`src/hw/rtl/rzs_pkg.sv`:
```
package rzs_pkg;

	localparam int SAMPLE_W = 16;
	localparam int COUNT_W  = 16;
	localparam int SUM_W    = 32;
	localparam int SQSUM_W  = 48;
	localparam int TOTAL_W  = 40;
	localparam int Z_W      = 26;
	localparam int MEAN_W   = 16;
	localparam int STD_W    = 16;
	localparam int STAT_W   = 2;

	localparam logic [STAT_W-1:0] STAT_OK   = 2'd0;
	localparam logic [STAT_W-1:0] STAT_FULL = 2'd1;
	localparam logic [STAT_W-1:0] STAT_CLR  = 2'd2;

	localparam logic ACT_CLEAR = 1'b1;

	localparam logic [STD_W-1:0] STD_ONE = 16'd256;

	typedef enum logic [3:0] {
		ST_IDLE,
		ST_SQ,
		ST_SQA,
		ST_L0,
		ST_L1,
		ST_L2,
		ST_L3,
		ST_L4,
		ST_VW,
		ST_SW,
		ST_MW,
		ST_ZS,
		ST_ZW,
		ST_DONE
	} state_t;

endpackage

```
`src/hw/rtl/rzs_mul.sv`:
```
module rzs_mul (
	input  logic        clk,
	input  logic [31:0] a,
	input  logic [31:0] b,
	output logic [63:0] p
);
	logic [63:0] p_q;

	always_ff @(posedge clk) begin
		p_q <= {32'd0, a} * {32'd0, b};
	end

	assign p = p_q;
endmodule

```
`src/hw/rtl/rzs_div.sv`:
```
// restoring divide, one quotient bit per cycle; quotient must fit 32 bits
module rzs_div (
	input  logic        clk,
	input  logic        arst_n,
	input  logic        start,
	input  logic [63:0] dividend,
	input  logic [31:0] divisor,
	output logic        busy,
	output logic [31:0] quot
);
	logic        busy_q;
	logic [4:0]  cnt_q;
	logic [31:0] rem_q;
	logic [31:0] quo_q;
	logic [31:0] dvs_q;
	logic [32:0] trial;
	logic [32:0] diff;

	assign trial = {rem_q, quo_q[31]};
	assign diff  = trial - {1'b0, dvs_q};

	always_ff @(posedge clk or negedge arst_n) begin
		if (!arst_n) begin
			busy_q <= 1'b0;
			cnt_q  <= '0;
		end else if (start) begin
			busy_q <= 1'b1;
			cnt_q  <= '0;
		end else if (busy_q) begin
			cnt_q <= cnt_q + 5'd1;
			if (cnt_q == 5'd31) begin
				busy_q <= 1'b0;
			end
		end
	end

	always_ff @(posedge clk) begin
		if (start) begin
			rem_q <= dividend[63:32];
			quo_q <= dividend[31:0];
			dvs_q <= divisor;
		end else if (busy_q) begin
			if (!diff[32]) begin
				rem_q <= diff[31:0];
				quo_q <= {quo_q[30:0], 1'b1};
			end else begin
				rem_q <= trial[31:0];
				quo_q <= {quo_q[30:0], 1'b0};
			end
		end
	end

	assign busy = busy_q;
	assign quot = quo_q;
endmodule

```
`src/hw/rtl/rzs_sqrt.sv`:
```
// floor square root, two radicand bits per cycle
module rzs_sqrt (
	input  logic        clk,
	input  logic        arst_n,
	input  logic        start,
	input  logic [31:0] radicand,
	output logic        busy,
	output logic [15:0] root
);
	logic        busy_q;
	logic [3:0]  cnt_q;
	logic [31:0] rad_q;
	logic [17:0] rem_q;
	logic [15:0] root_q;
	logic [19:0] r;
	logic [19:0] t;
	logic [20:0] diff;

	assign r    = {rem_q, rad_q[31:30]};
	assign t    = {2'b00, root_q, 2'b01};
	assign diff = {1'b0, r} - {1'b0, t};

	always_ff @(posedge clk or negedge arst_n) begin
		if (!arst_n) begin
			busy_q <= 1'b0;
			cnt_q  <= '0;
		end else if (start) begin
			busy_q <= 1'b1;
			cnt_q  <= '0;
		end else if (busy_q) begin
			cnt_q <= cnt_q + 4'd1;
			if (cnt_q == 4'd15) begin
				busy_q <= 1'b0;
			end
		end
	end

	always_ff @(posedge clk) begin
		if (start) begin
			rad_q  <= radicand;
			rem_q  <= '0;
			root_q <= '0;
		end else if (busy_q) begin
			rad_q <= {rad_q[29:0], 2'b00};
			if (!diff[20]) begin
				rem_q  <= diff[17:0];
				root_q <= {root_q[14:0], 1'b1};
			end else begin
				rem_q  <= r[17:0];
				root_q <= {root_q[14:0], 1'b0};
			end
		end
	end

	assign busy = busy_q;
	assign root = root_q;
endmodule

```
`src/hw/rtl/running_z_score_accumulator_core.sv`:
```
// Running z-score accumulator.
// Input channel: sample_valid / sample_stall carry one word of action and
// sample (signed Q8.8). action clear empties count, sum and sum of squares
// and loads the total from initial_score; otherwise the sample joins the
// statistics and its z-score goes to a saturating Q32.8 total, unless the
// count is full. Output channel: result_valid / result_stall carry one
// word per input: total_score, step_z, running_mean, running_std, status.
// A clear goes straight to the done state and then the output register.
// A sample takes multiplier steps, then three divides (variance, mean, z)
// and a square root on the shared units; a full count skips the z divide.
// One word is in flight at a time; sample_stall is high while it is worked
// on. A finished word waits in the output register while result_stall is
// high and the next input may already be accepted.
// initial_score is written over the APB port at byte address 0 (64-bit
// data); it takes effect at the next clear.
// Reset clears the statistics, the total, initial_score and result_valid.
module running_z_score_accumulator_core (
	input  logic                        clk,
	input  logic                        arst_n,
	input  logic                        psel,
	input  logic                        penable,
	input  logic                        pwrite,
	input  logic [3:0]                  paddr,
	input  logic [63:0]                 pwdata,
	output logic [63:0]                 prdata,
	output logic                        pready,
	input  logic                        sample_valid,
	output logic                        sample_stall,
	input  logic                        action,
	input  logic signed [15:0]          sample,
	output logic                        result_valid,
	input  logic                        result_stall,
	output logic signed [39:0]          total_score,
	output logic signed [25:0]          step_z,
	output logic signed [15:0]          running_mean,
	output logic [15:0]                 running_std,
	output logic [1:0]                  status
);
	import rzs_pkg::*;

	state_t state_q, state_d;

	logic [TOTAL_W-1:0] init_q;
	logic [COUNT_W-1:0] count_q;
	logic [SUM_W-1:0]   sum_q;
	logic [SQSUM_W-1:0] sqsum_q;
	logic [TOTAL_W-1:0] total_q;
	logic [SAMPLE_W-1:0] x_q;
	logic               upd_q;
	logic [STAT_W-1:0]  stat_q;
	logic [63:0]        lhs_q;
	logic [63:0]        sqv_q;
	logic [STD_W-1:0]   dev_q;
	logic [MEAN_W-1:0]  mean_q;
	logic [Z_W-1:0]     z_q;

	logic               out_v_q;
	logic [TOTAL_W-1:0] o_total_q;
	logic [Z_W-1:0]     o_z_q;
	logic [MEAN_W-1:0]  o_mean_q;
	logic [STD_W-1:0]   o_std_q;
	logic [STAT_W-1:0]  o_stat_q;

	logic        accept;
	logic        cfg_wr;
	logic [31:0] mul_a, mul_b;
	logic [63:0] prod;
	logic        div_start, div_busy;
	logic [63:0] div_dvd;
	logic [31:0] div_dvs;
	logic [31:0] div_quot;
	logic        sq_start, sq_busy;
	logic [15:0] sq_root;
	logic [SAMPLE_W-1:0] ax;
	logic [SUM_W-1:0]    abs_sum;
	logic [63:0]         var_num;
	logic [16:0]         dmean;
	logic [16:0]         dmag;
	logic [MEAN_W-1:0]   mq;
	logic [Z_W-1:0]      zq;
	logic [Z_W-1:0]      z_new;
	logic [TOTAL_W:0]    tsum;
	logic                out_free;

	assign pready = 1'b1;
	assign prdata = {24'd0, init_q};
	assign cfg_wr = psel && penable && pwrite && pready && (paddr[3] == 1'b0);

	assign accept       = sample_valid && !sample_stall;
	assign sample_stall = (state_q != ST_IDLE);
	assign out_free     = !out_v_q || !result_stall;

	assign ax      = x_q[SAMPLE_W-1] ? (~x_q + 1'b1) : x_q;
	assign abs_sum = sum_q[SUM_W-1] ? (~sum_q + 1'b1) : sum_q;
	assign var_num = (lhs_q > sqv_q) ? (lhs_q - sqv_q) : 64'd0;
	assign dmean   = {x_q[SAMPLE_W-1], x_q} - {mean_q[MEAN_W-1], mean_q};
	assign dmag    = dmean[16] ? (~dmean + 1'b1) : dmean;
	assign mq      = div_quot[MEAN_W-1:0];
	assign zq      = div_quot[Z_W-1:0];
	assign z_new   = dmean[16] ? (~zq + 1'b1) : zq;
	assign tsum    = {total_q[TOTAL_W-1], total_q} +
		{{(TOTAL_W+1-Z_W){z_new[Z_W-1]}}, z_new};

	rzs_mul u_mul (
		.clk (clk),
		.a   (mul_a),
		.b   (mul_b),
		.p   (prod)
	);

	rzs_div u_div (
		.clk      (clk),
		.arst_n   (arst_n),
		.start    (div_start),
		.dividend (div_dvd),
		.divisor  (div_dvs),
		.busy     (div_busy),
		.quot     (div_quot)
	);

	rzs_sqrt u_sqrt (
		.clk      (clk),
		.arst_n   (arst_n),
		.start    (sq_start),
		.radicand (div_quot),
		.busy     (sq_busy),
		.root     (sq_root)
	);

	always_comb begin
		state_d   = state_q;
		mul_a     = '0;
		mul_b     = '0;
		div_start = 1'b0;
		div_dvd   = '0;
		div_dvs   = '0;
		sq_start  = 1'b0;
		unique case (state_q)
			ST_IDLE: begin
				if (accept) begin
					if (action == ACT_CLEAR) begin
						state_d = ST_DONE;
					end else if (count_q == {COUNT_W{1'b1}}) begin
						state_d = ST_L0;
					end else begin
						state_d = ST_SQ;
					end
				end
			end
			ST_SQ: begin
				mul_a   = {16'd0, ax};
				mul_b   = {16'd0, ax};
				state_d = ST_SQA;
			end
			ST_SQA: state_d = ST_L0;
			ST_L0: begin
				mul_a   = {16'd0, count_q};
				mul_b   = sqsum_q[31:0];
				state_d = ST_L1;
			end
			ST_L1: begin
				mul_a   = {16'd0, count_q};
				mul_b   = {16'd0, sqsum_q[47:32]};
				state_d = ST_L2;
			end
			ST_L2: begin
				mul_a   = abs_sum;
				mul_b   = abs_sum;
				state_d = ST_L3;
			end
			ST_L3: begin
				mul_a   = {16'd0, count_q};
				mul_b   = {16'd0, count_q};
				state_d = ST_L4;
			end
			ST_L4: begin
				div_start = 1'b1;
				div_dvd   = var_num;
				div_dvs   = prod[31:0];
				state_d   = ST_VW;
			end
			ST_VW: begin
				if (!div_busy) begin
					sq_start = 1'b1;
					state_d  = ST_SW;
				end
			end
			ST_SW: begin
				if (!sq_busy) begin
					div_start = 1'b1;
					div_dvd   = {32'd0, abs_sum};
					div_dvs   = {16'd0, count_q};
					state_d   = ST_MW;
				end
			end
			ST_MW: begin
				if (!div_busy) begin
					state_d = upd_q ? ST_ZS : ST_DONE;
				end
			end
			ST_ZS: begin
				div_start = 1'b1;
				div_dvd   = {39'd0, dmag, 8'd0};
				div_dvs   = {16'd0, dev_q};
				state_d   = ST_ZW;
			end
			ST_ZW: begin
				if (!div_busy) begin
					state_d = ST_DONE;
				end
			end
			ST_DONE: begin
				if (out_free) begin
					state_d = ST_IDLE;
				end
			end
			default: state_d = ST_IDLE;
		endcase
	end

	always_ff @(posedge clk or negedge arst_n) begin
		if (!arst_n) begin
			state_q <= ST_IDLE;
		end else begin
			state_q <= state_d;
		end
	end

	always_ff @(posedge clk or negedge arst_n) begin
		if (!arst_n) begin
			init_q  <= '0;
			count_q <= '0;
			sum_q   <= '0;
			sqsum_q <= '0;
			total_q <= '0;
		end else begin
			if (cfg_wr) begin
				init_q <= pwdata[TOTAL_W-1:0];
			end
			if (state_q == ST_IDLE && accept) begin
				if (action == ACT_CLEAR) begin
					count_q <= '0;
					sum_q   <= '0;
					sqsum_q <= '0;
					total_q <= init_q;
				end else if (count_q != {COUNT_W{1'b1}}) begin
					count_q <= count_q + 1'b1;
					sum_q   <= sum_q + {{(SUM_W-SAMPLE_W){sample[SAMPLE_W-1]}}, sample};
				end
			end
			if (state_q == ST_SQA) begin
				sqsum_q <= sqsum_q + prod[SQSUM_W-1:0];
			end
			if (state_q == ST_ZW && !div_busy) begin
				if (!tsum[TOTAL_W] && tsum[TOTAL_W-1]) begin
					total_q <= {1'b0, {(TOTAL_W-1){1'b1}}};
				end else if (tsum[TOTAL_W] && !tsum[TOTAL_W-1]) begin
					total_q <= {1'b1, {(TOTAL_W-1){1'b0}}};
				end else begin
					total_q <= tsum[TOTAL_W-1:0];
				end
			end
		end
	end

	always_ff @(posedge clk) begin
		if (state_q == ST_IDLE && accept) begin
			x_q <= sample;
			z_q <= '0;
			if (action == ACT_CLEAR) begin
				stat_q <= STAT_CLR;
				upd_q  <= 1'b0;
				mean_q <= '0;
				dev_q  <= '0;
			end else if (count_q == {COUNT_W{1'b1}}) begin
				stat_q <= STAT_FULL;
				upd_q  <= 1'b0;
			end else begin
				stat_q <= STAT_OK;
				upd_q  <= 1'b1;
			end
		end
		if (state_q == ST_L1) begin
			lhs_q <= prod;
		end
		if (state_q == ST_L2) begin
			lhs_q <= lhs_q + {prod[31:0], 32'd0};
		end
		if (state_q == ST_L3) begin
			sqv_q <= prod;
		end
		if (state_q == ST_SW && !sq_busy) begin
			dev_q <= (sq_root == 16'd0) ? STD_ONE : sq_root;
		end
		if (state_q == ST_MW && !div_busy) begin
			mean_q <= sum_q[SUM_W-1] ? ((~mq) + 1'b1) : mq;
		end
		if (state_q == ST_ZW && !div_busy) begin
			z_q <= z_new;
		end
	end

	always_ff @(posedge clk or negedge arst_n) begin
		if (!arst_n) begin
			out_v_q <= 1'b0;
		end else if (state_q == ST_DONE && out_free) begin
			out_v_q <= 1'b1;
		end else if (!result_stall) begin
			out_v_q <= 1'b0;
		end
	end

	always_ff @(posedge clk) begin
		if (state_q == ST_DONE && out_free) begin
			o_total_q <= total_q;
			o_z_q     <= z_q;
			o_mean_q  <= mean_q;
			o_std_q   <= dev_q;
			o_stat_q  <= stat_q;
		end
	end

	assign result_valid = out_v_q;
	assign total_score  = o_total_q;
	assign step_z       = o_z_q;
	assign running_mean = o_mean_q;
	assign running_std  = o_std_q;
	assign status       = o_stat_q;

	a_units_exclusive: assert property (@(posedge clk) disable iff (!arst_n)
		!(div_busy && sq_busy))
		else $error("divider and square root busy together");

	a_std_nonzero: assert property (@(posedge clk) disable iff (!arst_n)
		(result_valid && status != STAT_CLR) |-> (running_std != 16'd0))
		else $error("zero deviation on a sample word");

	a_clear_zero: assert property (@(posedge clk) disable iff (!arst_n)
		(result_valid && status == STAT_CLR) |->
		(step_z == 26'd0 && running_mean == 16'd0 && running_std == 16'd0))
		else $error("clear word carries statistics");

	a_accept_busy: assert property (@(posedge clk) disable iff (!arst_n)
		accept |=> (state_q != ST_IDLE))
		else $error("sequencer idle after accept");
endmodule

```
`config.mk`:
```
export PLATFORM = sky130hd
export DESIGN_NAME = running_z_score_accumulator_core
export DESIGN_NICKNAME = d
export VERILOG_FILES = /design/src/hw/rtl/rzs_pkg.sv /design/src/hw/rtl/rzs_mul.sv /design/src/hw/rtl/rzs_div.sv /design/src/hw/rtl/rzs_sqrt.sv /design/src/hw/rtl/running_z_score_accumulator_core.sv
export SDC_FILE = /design/constraint.sdc
export NUM_CORES = 2
export LEC_CHECK = 0
export BUFFER_PORTS_ARGS = -buffer_cell sky130_fd_sc_hd__buf_2
export CAP_MARGIN = 20
export CORE_MARGIN = 2
export CORE_UTILIZATION = 56
export CTS_CLUSTER_DIAMETER = 100
export DETAILED_ROUTE_END_ITERATION = 8
export PLACE_DENSITY = 0.73
export SLEW_MARGIN = 20
export SYNTH_ARGS = -nofsm -noshare
export SYNTH_HDL_FRONTEND = slang
export SYNTH_HIERARCHICAL = 1
export SYNTH_SLANG_ARGS = --single-unit
```
`constraint.sdc`:
```
create_clock -name clk -period 12.3 [get_ports clk]
set_input_delay 2.46 -clock clk [delete_from_list [all_inputs] [get_ports clk]]
set_output_delay 2.46 -clock clk [all_outputs]
set_load 0.01 [all_outputs]
```
* Yosys cells after proc, flatten, opt, wreduce, memory -nomap -nowiden *
Cells that the tools add are included.

word-level totals
  RAM bits = 0
  memories kept = 0
  ROM bits = 0
  bits in latches = 0
  input bits = 92
  bits in registers = 723

operators by class
  divide/modulo/power cells = 0
  multipliers = 1
  shift-type cells = 0
  order comparisons = 1
  bitwise operators = 6
  reduce and logical (&&, ||, !) cells = 42
  add/subtract/negate cells = 16
  eq/ne operators = 24
  multiplexer cells = 71

operators with widths
  kind                   count
  $mux 32                11
  $mux 40                5
  $mux 64                3
  $pmux 32 s3            2
  $pmux 64 s3            1
  $mux 16                10
  $pmux 32 s5            1
  $mux 48                3
  $mux 26                3
  $add 64x64->64         1
  $gt 64x64->1           1
  $mul 32x32->64         1
  $sub 64x64->64         1
  $pmux 4 s14            1
  $add 16x1->16 const B  3
  $add 48x48->48         1
  $add 40x26->41         1
  $mux 4                 9
  $sub 33x32->33         1
  $add 32x1->32 const B  1
  $add 32x32->32         1
  $not 16->16            2
  $not 32->32            1
  $eq 4x4->1 const B     7
  other kinds (35)       90

* Logic depth before layout (Yosys ltp) *
  depth after elaboration = 9
  depth in mapped cells = 37
  gate-level depth less buffers = 36

* Hierarchy *
The synthesis kept the hierarchy.

by module, submodules not included
  module                            cells each  times used  area each (µm²)
  rzs_mul                           3753        1           34546.9
  running_z_score_accumulator_core  3605        1           33659.8
  rzs_div                           544         1           6319.8
  rzs_sqrt                          353         1           3753.6

* Least setup slack after synthesis *
No wires, ideal clock.

  path kind = input to register
  start = input port result_stall
  end = register o_mean_q[0], in the netlist running_mean[0], enable pin
  arrival time = 9.698 ns
  slack = 1.900 ns
  stages = 2
  cell sequence = nand2_1 -> nor3b_1

between the ends
  cells in the longest elaborated chain, start to end = 3

ends and longest elaborated chain
  element               RTL line                                 source
  start, declared       running_z_score_accumulator_core.sv:32   input logic result_stall,
  $logic_not 1->1       -
  $logic_or 1x1->1      running_z_score_accumulator_core.sv:91   assign out_free = !out_v_q || !result_stall;
  $logic_and 1x1->1     running_z_score_accumulator_core.sv:314  if (state_q == ST_DONE && out_free) begin
  end signal, assigned  running_z_score_accumulator_core.sv:317  o_mean_q <= mean_q;
  end, declared         running_z_score_accumulator_core.sv:60   logic [MEAN_W-1:0] o_mean_q;

No other way between the ends.
A chain may end at the register's enable or synchronous reset.

* Worst setup path in the final report *
  start = register x_q[1]
  end = register u_mul.p_q[63], in the netlist u_mul/p[63]

between the ends
  cells in the longest elaborated chain, start to end = 5

ends and longest elaborated chain
  element                 RTL line                                 source
  start, declared         running_z_score_accumulator_core.sv:48   logic [SAMPLE_W-1:0] x_q;
  start signal, assigned  running_z_score_accumulator_core.sv:268  x_q <= sample;
  $not 16->16             running_z_score_accumulator_core.sv:93   assign ax = x_q[SAMPLE_W-1] ? (~x_q + 1'b1) : x_q;
  $add 16x1->16           running_z_score_accumulator_core.sv:93
  $mux 16                 running_z_score_accumulator_core.sv:93
  $pmux 32 s5             running_z_score_accumulator_core.sv:138  unique case (state_q)
  via mul_b[11]           running_z_score_accumulator_core.sv:66   logic [31:0] mul_a, mul_b;
  $mul 32x32->64          rzs_mul.sv:10                            p_q <= {32'd0, a} * {32'd0, b};
  end signal, assigned    rzs_mul.sv:10
  end, declared           rzs_mul.sv:7                             logic [63:0] p_q;

The timed path passes the listed nets, and every way through them passes these cells.

==> results.ini <==
[clock_tree]
h-tree-depth = 3
post_cts_buffers = 0
cts-resized-gates = 0
cts_buffers = 77
clkSlewWorstSetupHoldPaths_ns = 0.06
cts.sinks = 723
clockBufferDepth = 3
cts_tree = built
clkLatencyLatePin_ns = 0.67
root_buffer = clkbuf_16
cts_hold_buf = 0

[power]
seq_power_share = 0.267
ir_drop_mv = 0.142
power_frac_comb = 0.575
power_density_nw_per_um2 = 186
swShare = 0.471
p_leak_nw = 39.3
cell_internal_pwr_mw = 8.24
p_sw_mw = 7.32
p_clk_frac = 0.158

[run_status]
outcome = finished, final reports clean

[final_layout]
fin_nets = 9768
area_delta_synth_final_pct = 6.86
drive_gt1_frac = 0.0816
final_util = 0.601

[detailed_routing]
drtIter0Drc = 5652
routedWlPerCell_um = 21.6
ant_nets = 0
drt-vias-per-instance = 5.90
drc = 0
routed_wl_mm = 219
dr.pass1.iters = 9
vias = 60100

[global_route]
first_global_vias = 61700
grt_use_total = 0.308
grt_pass1_wl_mm = 342
grt_max_degree = 82
grt_overflow = 0
antenna_found_initial = 13

[setup_path]
critPathKind = reg -> reg
required_ns = 12.82
slowest_stage = a211o_1
cp_data_arrival_time_ns = 11.36
cp_common_cell = fa_1
start_kind = flip-flop
max_stage_delay_ns = 0.82
end_kind = flip-flop
cp_max_fo = 21

[timing]
clock_skew_ns = 0.0438
hold_slack_ns = 0.417
rsz0062_at_grt = false
final.setup.tns_ns = 0
hold_viol_final = 0
setup_viol = 0
fmax_mhz = 92.3
min_period_ns = 10.83
finalMaxSlewViolations = 0
tightest_slew_ns = 1.14
slew_headroom = 0.233
timing.final.crit_share = 0.881

[die]
io_pins = 259
start_util = 0.562
core_area_um2 = 139000
die_h_um = 378
num_rows = 137
die_w_um = 378
die_area_um2 = 143000

[synthesis]
synth_cell_types = 109
ys_warn_count = 6
synth_area_um2 = 78300
synth_edf_count = 433
async_flop_share = 0.266
syn_inst = 8255
ys_ff_latch = 723
yosysSeqAreaShare = 0.253
ys.flop_type = edfxtp_1
avgSynthCellArea_um2 = 9.48

[placed_design]
dp_hpwl_mm = 170
numPortBuffers = 206
gp_congestion = 0.961

[job]
drv_cap = 0

[hold_path]
min_path_type = reg -> reg

sequential cells by signal (all words and copies together) (netlist names), 18 cells and up:
signal / count
sum_q: 32
total_q: 40
u_div/rem_q: 32
init_q: 40
u_div/quot: 32
u_div/dvs_q: 32
u_mul/p: 64
step_z: 26
sqv_q: 64
total_score: 40
lhs_q: 64
u_sqrt/rad_q: 32
z_q: 26
sqsum_q: 48
u_sqrt/rem_q: 18
worst paths after layout:
path                                  startpoint                     end  slack (ns)  depth (start not counted)
min in group asynchronous                 arst_n  init_q[13]$_DFFE_PN0P_        1.76                          1
setup / recovery                x_q[1]$_DFFE_PP_     u_mul/p[63]$_DFF_P_        1.47                         30
max in group asynchronous                 arst_n   u_sqrt/busy$_DFF_PN0_        9.10                          2
hold / removal             z_q[12]$_SDFFCE_PN0P_    step_z[12]$_DFFE_PP_        0.42                          0
setup reg to reg                x_q[1]$_DFFE_PP_     u_mul/p[63]$_DFF_P_        1.47                         30
hold reg to reg            z_q[12]$_SDFFCE_PN0P_    step_z[12]$_DFFE_PP_        0.42                          0
worst max-delay path: cells and delay by family (launching register included):
kind                       cells  cell delay (ns)
adders and majority gates      9             4.13
xor gates and xnor gates       1             0.08
DFF                            1             0.48
AOI/OAI and AO/OA             10             3.45
and+or+nand+nor                7             2.07
buffers and inverters          3             0.46
synth_stat cells (48+ instances only):
master / instances / area share
a31oi_1: 48 / 0.0038
xor2_1: 206 / 0.023
dfrtp_1: 192 / 0.061
inv_1: 1087 / 0.052
nand2_1: 845 / 0.041
ha_1: 550 / 0.088
a21o_1: 212 / 0.020
o21ai_0: 320 / 0.020
and2_1: 696 / 0.056
nand3_1: 130 / 0.0083
edfxtp_1: 433 / 0.17
xnor2_1: 195 / 0.022
clkbuf_1: 390 / 0.019
fa_1: 903 / 0.23
mux2_2: 126 / 0.018
o21bai_1: 54 / 0.0052
a21oi_1: 450 / 0.029
nor2_1: 323 / 0.015
dfxtp_1: 98 / 0.025
nand4_1: 78 / 0.0062
nor3_1: 64 / 0.0041
nand2b_1: 53 / 0.0042
cell families (layout without fill, tap and decap cells):
| kind of cell | count (synthesis) | count (layout) | share of synthesized area |
|---|---|---|---|
| adders and majority gates | 1453 | 1453 | 0.319 |
| muxes | 182 | 182 | 0.0262 |
| xor gates and xnor gates | 403 | 403 | 0.0453 |
| other | 2 | 34 | 0.0000959 |
| DFF | 723 | 723 | 0.253 |
| buffers and inverters | 1535 | 1544 | 0.0753 |
| and+or+nand+nor | 2426 | 2426 | 0.155 |
| AOI/OAI and AO/OA | 1531 | 1531 | 0.126 |
power groups by stage:
| stage | registers, mW | clock network (mW) | logic (mW) |
|---|---|---|---|
| 6_report | 4.16 | 2.46 | 8.94 |
| 5_1_grt | 4.22 | 2.59 | 9.77 |
| 4_1_cts | 4.13 | 2.50 | 8.82 |
| 3_5_place_dp | 4.18 | 0 | 8.75 |
| 3_3_place_gp | 4.15 | 0 | 8.59 |
| 2_1_floorplan | 3.88 | 0 | 6.45 |
placed cells by master (no fill, tap or decap), types with 44 or more instances in the layout:
cell type,netlist,final
a21o_1,212,209
a21oi_1,450,450
a31oi_1,48,48
and2_1,696,695
and3_1,44,44
buf_2,11,205
buf_4,26,106
clkbuf_16,0,81
dfrtp_1,192,191
dfxtp_1,98,98
edfxtp_1,433,433
fa_1,903,903
ha_1,550,550
inv_1,1087,1087
mux2_2,126,126
nand2_1,845,841
nand2b_1,53,52
nand3_1,130,126
nand4_1,78,78
nor2_1,323,301
nor3_1,64,60
o21a_1,46,46
o21ai_0,320,320
o21bai_1,54,54
xnor2_1,195,195
xor2_1,206,206
per-layer routing:
layer	share of wire	track usage	vias to the layer above
li1	-	-	27200
met1	0.41	0.401	29900
met2	0.47	0.511	2354
met3	0.075	0.0442	513
met4	0.047	0.136	2
met5	0.000059	0	-
cell type report:
cell class / instances / area [um^2]
antenna: 9 / 22.5
fill: 11900 / 55500
clock buffer: 103 / 2140
multi-input combinational: 6020 / 52900
timing repair buffer: 314 / 1870
tap: 1876 / 2350
clock inverter: 40 / 557
inverter: 1087 / 4080
sequential: 723 / 19800
stage by stage:
step / setup WS [ns] / power (mW) / cells / area (um^2)
finish: 1.47 / 15.6 / 10200 / 83700
global route: 1.12 / 16.6 / 10200 / 83600
floorplan: 1.90 / 10.3 / 8278 / 78400
CTS: 1.52 / 15.5 / 10200 / 83600
global placement: 1.54 / 12.7 / 10000 / 80900
detailed placement: 1.55 / 12.9 / 10000 / 80900
(Power assumes the default switching activity.)
